[src/rtl/sha256_stream_hasher_macros.svh]
// Assertion macros for the SHA-256 stream hasher.
`ifndef SHA256_STREAM_HASHER_MACROS_SVH
`define SHA256_STREAM_HASHER_MACROS_SVH

`ifndef SYNTHESIS
`define SHA_ASSERT_IMPLY(label, ante, cons) \
  label: assert property (@(posedge clk) disable iff (!rst_n) (ante) |-> (cons)) \
    else $error("sha256 assertion failed");
`define SHA_ASSERT_NEXT(label, ante, cons) \
  label: assert property (@(posedge clk) disable iff (!rst_n) (ante) |=> (cons)) \
    else $error("sha256 assertion failed");
`else
`define SHA_ASSERT_IMPLY(label, ante, cons)
`define SHA_ASSERT_NEXT(label, ante, cons)
`endif

`endif

[src/rtl/sha_pkg.sv]
// Types, constants and round functions for the SHA-256 stream hasher.
`timescale 1ns / 1ps

package sha_pkg;

  typedef struct packed {
    logic [7:0] data_byte;
    logic       has_byte;
    logic       end_of_message;
  } sha_in_t;

  typedef struct packed {
    logic [31:0] digest_word;
    logic [2:0]  word_index;
    logic        last_word;
  } sha_out_t;

  typedef enum logic [2:0] {
    ST_LOAD,
    ST_PAD,
    ST_LEN,
    ST_ROUND,
    ST_FOLD,
    ST_OUT
  } sha_state_t;

  localparam logic [7:0] PadMark   = 8'h80;
  localparam logic [5:0] LenPos    = 6'd56;
  localparam logic [5:0] PadLast   = 6'd55;
  localparam logic [5:0] BlockLast = 6'd63;
  localparam logic [5:0] RoundLast = 6'd63;
  localparam logic [2:0] WordLast  = 3'd7;

  localparam logic [31:0] InitHash [8] = '{
    32'h6a09e667, 32'hbb67ae85, 32'h3c6ef372, 32'ha54ff53a,
    32'h510e527f, 32'h9b05688c, 32'h1f83d9ab, 32'h5be0cd19
  };

  localparam logic [31:0] RoundK [64] = '{
    32'h428a2f98, 32'h71374491, 32'hb5c0fbcf, 32'he9b5dba5,
    32'h3956c25b, 32'h59f111f1, 32'h923f82a4, 32'hab1c5ed5,
    32'hd807aa98, 32'h12835b01, 32'h243185be, 32'h550c7dc3,
    32'h72be5d74, 32'h80deb1fe, 32'h9bdc06a7, 32'hc19bf174,
    32'he49b69c1, 32'hefbe4786, 32'h0fc19dc6, 32'h240ca1cc,
    32'h2de92c6f, 32'h4a7484aa, 32'h5cb0a9dc, 32'h76f988da,
    32'h983e5152, 32'ha831c66d, 32'hb00327c8, 32'hbf597fc7,
    32'hc6e00bf3, 32'hd5a79147, 32'h06ca6351, 32'h14292967,
    32'h27b70a85, 32'h2e1b2138, 32'h4d2c6dfc, 32'h53380d13,
    32'h650a7354, 32'h766a0abb, 32'h81c2c92e, 32'h92722c85,
    32'ha2bfe8a1, 32'ha81a664b, 32'hc24b8b70, 32'hc76c51a3,
    32'hd192e819, 32'hd6990624, 32'hf40e3585, 32'h106aa070,
    32'h19a4c116, 32'h1e376c08, 32'h2748774c, 32'h34b0bcb5,
    32'h391c0cb3, 32'h4ed8aa4a, 32'h5b9cca4f, 32'h682e6ff3,
    32'h748f82ee, 32'h78a5636f, 32'h84c87814, 32'h8cc70208,
    32'h90befffa, 32'ha4506ceb, 32'hbef9a3f7, 32'hc67178f2
  };

  function automatic logic [31:0] rotr(input logic [31:0] x, input int unsigned n);
    return (x >> n) | (x << (32 - n));
  endfunction

  function automatic logic [31:0] big_sigma0(input logic [31:0] x);
    return rotr(x, 2) ^ rotr(x, 13) ^ rotr(x, 22);
  endfunction

  function automatic logic [31:0] big_sigma1(input logic [31:0] x);
    return rotr(x, 6) ^ rotr(x, 11) ^ rotr(x, 25);
  endfunction

  function automatic logic [31:0] small_sigma0(input logic [31:0] x);
    return rotr(x, 7) ^ rotr(x, 18) ^ (x >> 3);
  endfunction

  function automatic logic [31:0] small_sigma1(input logic [31:0] x);
    return rotr(x, 17) ^ rotr(x, 19) ^ (x >> 10);
  endfunction

endpackage

[src/rtl/sha256_stream_hasher.sv]
// SHA-256 stream hasher: byte intake, padding, iterative round unit, digest output.
//
//   channel   ports                       carries
//   input     in_valid/in_ready/in_data   at most one message byte with end flag
//   output    out_valid/out_ready/out_data one digest word, eight per message
//
// A byte item is written straight into the block; the 64th byte of a block starts its rounds and a fold.
// An end item then brings pad bytes through byte 55, the length words, the compression and
// the eight output words, one per word taken; a pad that runs past
// byte 55 fills to byte 63 and costs one more compression and a fresh block of pads.
// Reset is synchronous; the block accepts items in the first cycle after it.
// in_ready is low while a block compresses and from an end item until the last word leaves.
`timescale 1ns / 1ps
`include "sha256_stream_hasher_macros.svh"

module sha256_stream_hasher (
  input  logic              clk,
  input  logic              rst_n,
  input  logic              in_valid,
  output logic              in_ready,
  input  sha_pkg::sha_in_t  in_data,
  output logic              out_valid,
  input  logic              out_ready,
  output sha_pkg::sha_out_t out_data
);
  import sha_pkg::*;

  sha_state_t  state_r, state_nxt;
  logic [5:0]  fill_r;
  logic [63:0] msg_len_r;
  logic [5:0]  round_r;
  logic [2:0]  word_idx_r;
  logic        mark_r;
  logic        resume_pad_r;
  logic        final_r;
  logic [31:0] chain_r [8];
  logic [31:0] work_r [8];
  logic [31:0] w_r [16];

  logic        in_acc;
  logic        out_acc;
  logic [7:0]  pad_byte;
  logic [31:0] t1, t2, w_new;
  logic [63:0] bit_len;

  assign in_acc   = in_valid && in_ready;
  assign out_acc  = out_valid && out_ready;
  assign pad_byte = mark_r ? PadMark : 8'h00;
  assign bit_len  = {msg_len_r[60:0], 3'b000};

  assign t1 = work_r[7] + big_sigma1(work_r[4])
            + ((work_r[4] & work_r[5]) ^ (~work_r[4] & work_r[6]))
            + RoundK[round_r] + w_r[0];
  assign t2 = big_sigma0(work_r[0])
            + ((work_r[0] & work_r[1]) ^ (work_r[0] & work_r[2]) ^ (work_r[1] & work_r[2]));
  assign w_new = small_sigma1(w_r[14]) + w_r[9] + small_sigma0(w_r[1]) + w_r[0];

  always_comb begin
    state_nxt = state_r;
    case (state_r)
      ST_LOAD: begin
        if (in_acc) begin
          if (in_data.has_byte && fill_r == BlockLast) begin
            state_nxt = ST_ROUND;
          end else if (in_data.end_of_message) begin
            state_nxt = ST_PAD;
          end
        end
      end
      ST_PAD: begin
        if (fill_r == BlockLast) begin
          state_nxt = ST_ROUND;
        end else if (fill_r == PadLast) begin
          state_nxt = ST_LEN;
        end
      end
      ST_LEN: state_nxt = ST_ROUND;
      ST_ROUND: begin
        if (round_r == RoundLast) begin
          state_nxt = ST_FOLD;
        end
      end
      ST_FOLD: begin
        if (final_r) begin
          state_nxt = ST_OUT;
        end else if (resume_pad_r) begin
          state_nxt = ST_PAD;
        end else begin
          state_nxt = ST_LOAD;
        end
      end
      ST_OUT: begin
        if (out_acc && word_idx_r == WordLast) begin
          state_nxt = ST_LOAD;
        end
      end
      default: state_nxt = ST_LOAD;
    endcase
  end

  always_comb begin
    in_ready             = 1'b0;
    out_valid            = 1'b0;
    out_data.digest_word = chain_r[word_idx_r];
    out_data.word_index  = word_idx_r;
    out_data.last_word   = (word_idx_r == WordLast);
    case (state_r)
      ST_LOAD: in_ready  = 1'b1;
      ST_OUT:  out_valid = 1'b1;
      default: begin
        in_ready  = 1'b0;
        out_valid = 1'b0;
      end
    endcase
  end

  always_ff @(posedge clk) begin
    if (!rst_n) begin
      state_r      <= ST_LOAD;
      fill_r       <= '0;
      msg_len_r    <= '0;
      round_r      <= '0;
      word_idx_r   <= '0;
      mark_r       <= 1'b0;
      resume_pad_r <= 1'b0;
      final_r      <= 1'b0;
      for (int i = 0; i < 8; i++) begin
        chain_r[i] <= InitHash[i];
      end
    end else begin
      state_r <= state_nxt;
      case (state_r)
        ST_LOAD: begin
          if (in_acc) begin
            if (in_data.has_byte) begin
              fill_r    <= fill_r + 6'd1;
              msg_len_r <= msg_len_r + 64'd1;
            end
            mark_r       <= in_data.end_of_message;
            resume_pad_r <= in_data.end_of_message;
            final_r      <= 1'b0;
          end
        end
        ST_PAD: begin
          fill_r       <= fill_r + 6'd1;
          mark_r       <= 1'b0;
          resume_pad_r <= 1'b1;
        end
        ST_LEN: begin
          fill_r  <= '0;
          final_r <= 1'b1;
        end
        ST_ROUND: round_r <= round_r + 6'd1;
        ST_FOLD: begin
          for (int i = 0; i < 8; i++) begin
            chain_r[i] <= chain_r[i] + work_r[i];
          end
        end
        ST_OUT: begin
          if (out_acc) begin
            word_idx_r <= word_idx_r + 3'd1;
            if (word_idx_r == WordLast) begin
              msg_len_r <= '0;
              final_r   <= 1'b0;
              for (int i = 0; i < 8; i++) begin
                chain_r[i] <= InitHash[i];
              end
            end
          end
        end
        default: round_r <= '0;
      endcase
    end
  end

  // message schedule window and byte lanes
  always_ff @(posedge clk) begin
    case (state_r)
      ST_LOAD: begin
        if (in_acc && in_data.has_byte) begin
          w_r[fill_r[5:2]][{~fill_r[1:0], 3'b000} +: 8] <= in_data.data_byte;
        end
      end
      ST_PAD: w_r[fill_r[5:2]][{~fill_r[1:0], 3'b000} +: 8] <= pad_byte;
      ST_LEN: begin
        w_r[14] <= bit_len[63:32];
        w_r[15] <= bit_len[31:0];
      end
      ST_ROUND: begin
        for (int i = 0; i < 15; i++) begin
          w_r[i] <= w_r[i + 1];
        end
        w_r[15] <= w_new;
      end
      default: w_r[0] <= w_r[0];
    endcase
  end

  // working words: hold a copy of the chain until rounds begin
  always_ff @(posedge clk) begin
    if (state_r == ST_ROUND) begin
      work_r[0] <= t1 + t2;
      work_r[1] <= work_r[0];
      work_r[2] <= work_r[1];
      work_r[3] <= work_r[2];
      work_r[4] <= work_r[3] + t1;
      work_r[5] <= work_r[4];
      work_r[6] <= work_r[5];
      work_r[7] <= work_r[6];
    end else begin
      for (int i = 0; i < 8; i++) begin
        work_r[i] <= chain_r[i];
      end
    end
  end

  `SHA_ASSERT_IMPLY(a_no_overlap, in_ready, !out_valid)
  `SHA_ASSERT_IMPLY(a_round_idle, state_r != ST_ROUND, round_r == '0)
  `SHA_ASSERT_IMPLY(a_len_pos, state_r == ST_LEN, fill_r == LenPos)
  `SHA_ASSERT_NEXT(a_rounds_done, state_r == ST_ROUND && round_r == RoundLast, state_r == ST_FOLD)
  `SHA_ASSERT_NEXT(a_restart, out_acc && word_idx_r == WordLast,
                   state_r == ST_LOAD && msg_len_r == '0 && fill_r == '0)

endmodule

[config.mk]
export PLATFORM = sky130hd
export DESIGN_NAME = sha256_stream_hasher
export DESIGN_NICKNAME = d
export VERILOG_FILES = /design/src/rtl/sha_pkg.sv /design/src/rtl/sha256_stream_hasher.sv
export VERILOG_INCLUDE_DIRS = /design/src /design/src/rtl
export SDC_FILE = /design/constraint.sdc
export NUM_CORES = 2
export LEC_CHECK = 0
export BUFFER_PORTS_ARGS = -buffer_cell sky130_fd_sc_hd__buf_2
export CORE_UTILIZATION = 32
export CTS_CLUSTER_SIZE = 14
export DETAILED_ROUTE_END_ITERATION = 12
export PLACE_DENSITY = 0.56
export REMOVE_ABC_BUFFERS = 1
export SETUP_SLACK_MARGIN = 0.05
export SLEW_MARGIN = 20
export SYNTH_ARGS = -nofsm -noshare
export SYNTH_HDL_FRONTEND = slang
export SYNTH_SLANG_ARGS = --single-unit
[constraint.sdc]
create_clock -name clk -period 9 [get_ports clk]
set_clock_uncertainty 0.2 [all_clocks]
set_input_delay 1.8 -clock clk [delete_from_list [all_inputs] [get_ports clk]]
set_output_delay 1.8 -clock clk [all_outputs]
set_load 0.05 [all_outputs]
* Yosys cells after proc, flatten, opt, wreduce, memory -nomap -nowiden *
Memory sizes are Yosys's and may differ from the RTL's. A register that Yosys moved wholly into a read port is not among the register bits.
Cells that the tools add are included.

word-level totals
  bits in registers = 85
  RAM bits = 1,024
  memory bits (read-only) = 2,048
  input port bits = 14
  output and inout port bits = 38
  word-level logic and storage cells = 278
  memories = 4

memory list
  memory            depth  bits a word  rd ports  clocked after memory_dff  wr ports  line                        RTL
  (name not given)  64     32           1         0                         0         sha256_stream_hasher.sv:53  + RoundK[round_r] + w_r[0];
  w_r               16     32           16        0                         16        sha256_stream_hasher.sv:38  logic [31:0] w_r [16];
  chain_r           8      32           9         1                         8         sha256_stream_hasher.sv:36  logic [31:0] chain_r [8];
  work_r            8      32           8         0                         8         sha256_stream_hasher.sv:37  logic [31:0] work_r [8];

operators by class
  add/subtract/negate cells = 23
  $lt $le $gt $ge = 1
  equality and inequality tests = 17
  shift operators = 3
  muxes and demuxes = 115
  bitwise logic cells = 88
  reductions and logical operators = 19

operator list
  kind                      count
  $mux W32                  33
  $add A32 B32 Y32          18
  $xor A32 B32 Y32          9
  $mux W64                  4
  $and A32 B32 Y32          5
  $pmux W64 S2              1
  $add A64 B1 Y64 const B   1
  $shiftx A8 B7 Y32         2
  $or A1 B1 Y1              59
  $mux W1                   57
  $not A32 Y32              1
  $or A10 B32 Y32           1
  $or A13 B32 Y32           1
  $or A14 B32 Y32           1
  $or A15 B32 Y32           1
  $or A19 B32 Y32           1
  $or A21 B32 Y32           1
  $or A25 B32 Y32           1
  $or A26 B32 Y32           1
  $or A30 B32 Y32           1
  $or A7 B32 Y32            1
  $reduce_or A32 Y1         1
  $shift A8 B7 Y32 const A  1
  $xor A32 B22 Y32          1
  32 further kinds          63

* Logic depth before layout (Yosys ltp) *
An unclocked memory read counts as a cell.

  depth in word-level cells = 10
  gate-level depth with buffers = 43
  depth with buffers taken out = 41

* Least setup slack after synthesis *
No wires, ideal clock.

  path type = register -> register
  from = reg round_r[1]
  to = mem work_r[0][28]
  library setup time = 0.128 ns
  arrival = 8.231 ns
  data required time = 8.672 ns
  setup slack = 0.440 ns
  stages on the path, launching flop included = 38
  buffers on the path = 1
  period minus slack after synthesis = 8.560 ns
  path through = dfxtp_1 > clkbuf_1 > clkinv_1 > ha_1 > or2_2 > a21oi_1 > a31oi_1 > mux4_2 > fa_1 > fa_1 > fa_1 > inv_1 > ha_1 > inv_1 > fa_1 > nor2b_1 > o31a_1 > nor3_1 > [2 not listed] > a21o_1 > a21o_1 > xor2_1 > inv_1 > fa_1 > inv_1 > ha_1 > a21o_1 > a21o_1 > a21oi_1 > o21ai_0 > a32oi_1 > nand2_1 > o221ai_1 > o211ai_1 > a21oi_1 > xor2_1 > o21ai_0

RTL lines
  item                    line                         RTL
  from (decl)             sha256_stream_hasher.sv:31   logic [5:0] round_r;
  from (signal assigned)  sha256_stream_hasher.sv:153  ST_ROUND: round_r <= round_r + 6'd1;
  to (decl)               sha256_stream_hasher.sv:37

==> results_dict.tcl <==
set metrics [dict create \
    grt.overflow.total 0 \
    yosysSeqAreaShare_pct 40.5 \
    fin_tns_setup_ns 0 \
    r2r_start "round_r[0]" \
    nets 8013 \
    synth_edf_count 640 \
    initial_core_util_pct 32.2 \
    cts_root_buffer "clkbuf_16" \
    first_pass_iters 5 \
    hold_path.class "reg2reg" \
    grt_pass1_vias 55100 \
    tightestPinTransition_ns 1.08 \
    rsz0062_at_grt "true" \
    maxCapViolCount 0 \
    h-tree-depth 4 \
    startpoint_type "flip-flop" \
    status "completed" \
    syn_avg_cell_area_um2 9.64 \
    cts_tree "yes" \
    ff2ff_setup_slack_ns 0.39 \
    cts_hold_buf 0 \
    final_common_cell "nand2_1" \
    cp_max_fo 8 \
    mostFrequentLayoutCells "nand2_1, edfxtp_1, a21o_1" \
    place.gp.congestion 0.938 \
    core_area_um2 220000 \
    dp_cells 10100 \
    stdcell_count 10400 \
    synthArstFlopShare_pct 0 \
    die_x_um 472 \
    cp-end-kind "flip-flop" \
    setup_ws_ns 0.385 \
    hold_ws_ns 0.262 \
    worstHoldEndpoint "work_r[0][244]" \
    ioPinCount 52 \
    cts.sinks 1109 \
    yosysUniqueCellTypes 96 \
    num_vias 56100 \
    place_ws_ns 0.0161 \
    io_buffers 51 \
    drt_iter0_markers 4593 \
    grt_usage_pct 21.6 \
    grt_pass1_wl_mm 361 \
    die_area_um2 223000 \
    hp-start "work_r[0][212]" \
    antenna_found_initial 6 \
    final_layout_size_suffix_gt1_share_pct 10.2 \
    grt_max_degree 104 \
    wirelength_mm 245 \
    clkTransAtPathRegs_ns 0.06 \
    syn_inst 7333 \
    die_h_um 472 \
    clockBufferDepth 3 \
    synth_area_um2 70700 \
    finalSetupViolCount 0 \
    nFillCells 21900 \
    min_period_over_period_pct 95.7 \
    yosys_warnings 0 \
    whs_path_depth 2 \
    ys_ff_latch 1109 \
    reg2regPathDepth 41 \
    arrival_ns 9.02 \
    path_buf_inv 8 \
    drc 0 \
    post-route-min-period_ns 8.61 \
    ant_nets 0 \
    slew_headroom_pct 27.7 \
    post_cts_buffers 0 \
    rr_endpoint "work_r[0][31]" \
    insertion_delay_ns 0.79 \
    crit_top_cell "fa_1" \
    cpPeakStageDelay_ns 0.56 \
    fmax_ghz 0.116 \
    synth-main-ff-cell "edfxtp_1" \
    crit_path_top_delay_cell "mux4_2" \
    area_growth_pct 13.0 \
    wl_per_cell_um 23.6 \
    rows 172 \
    cp_top_family "adder cells" \
    path_class "reg2reg" \
    required_ns 9.41 \
    hold_violations 0 \
    drv_slew 0 \
    numCtsBuffers 131 \
    vias_per_cell 5.40 \
    dp_hpwl_mm 186 \
]
==> cell families after synthesis <==
logic type	share of synthesized area, %
mux	3.50
xor+xnor	7.63
simple gates	13.1
flops	40.5
fa+ha+maj	12.6
compound gates	18.6
buf+inv	4.06
==> worst register-to-register path, delay by kind of cell (launching register included) <==
kind	cells	cell delay (ns)
adder cells (fa/ha/maj)	8	2.95
AO/OA/AOI/OAI	16	2.51
flip-flops	1	0.37
AND/OR/NAND/NOR	6	0.77
XOR/XNOR	2	0.24
buffers and inverters	8	0.90
multiplexers	1	0.56
==> Yosys cell counts, types with 81 or more instances <==
cell type / n / area share [%]
a21o_1: 610 / 6.5
a21oi_1: 414 / 2.9
clkbuf_1: 367 / 1.9
dfxtp_1: 469 / 13
edfxtp_1: 640 / 27
fa_1: 195 / 5.5
ha_1: 397 / 7.0
inv_1: 337 / 1.8
nand2_1: 1104 / 5.9
nand2b_1: 81 / 0.72
nand3_1: 112 / 0.79
nor2_1: 364 / 1.9
nor3_1: 96 / 0.68
o21ai_0: 476 / 3.4
xnor2_1: 373 / 4.6
xor2_1: 243 / 3.0
==> repair_timing <==
action | in CTS | in global routing
pin swaps | 0 | 3
setup endpoints to repair | 5 | 15
resized for setup | 1 | 24
==> metal layers <==
| metal | vias to the layer above | track usage, % | part of all wire [%] |
|---|---|---|---|
| met5 | - | 0 | 0.011 |
| met4 | 4 | 8.42 | 4.2 |
| met3 | 406 | 2.98 | 5.5 |
| met2 | 1811 | 35.8 | 47 |
| met1 | 27700 | 28.2 | 43 |
| li1 | 26200 | - | - |
==> state kept, by name (all words and copies together) (netlist names), named ones only <==
| register | cells |
|---|---|
| chain_r | 256 |
| resume_pad_r | 1 |
| work_r | 256 |
| final_r | 1 |
| mark_r | 1 |
| state_r | 3 |
| word_idx_r | 3 |
| w_r | 512 |
| msg_len_r | 61 |
| fill_r | 6 |
| round_r | 6 |
==> worst max path at each step <==
stage	startpoint	end	slack, ns	depth (start not counted)
6_report	round_r[0]	work_r[0][31]	0.39	41
5_1_grt	round_r[0]	work_r[0][31]	-0.006	41
4_1_cts	round_r[1]	work_r[0][30]	0.11	39
3_5_place_dp	round_r[1]	work_r[0][21]	0.02	38
3_3_place_gp	round_r[1]	work_r[0][28]	0.08	40
2_1_floorplan	state_r[2]	work_r[0][141]	-15.92	4
==> metrics by stage <==
step | cell area (µm²) | utilization, %
after floorplan | 69100 | -
after global routing | 79900 | 36.4
after detailed placement | 75400 | 34.4
after CTS | 79800 | 36.3
after global placement | 75400 | 34.4
final | 79900 | 36.4
==> area by class of cell <==
class	instances	area [µm²]	share of cell area (%)
clock inverter	48	529	0.663
clock buffer	187	3790	4.74
timing repair buffer	360	2660	3.33
sequential	1109	28600	35.8
antenna	3	7.51	0.00940
multi-input combinational	5465	39400	49.3
inverter	340	1280	1.60
tap	2871	3590	4.50
Power is not shown: default switching activity piles up to over one toggle a cycle in this logic, so the estimate is an artifact.
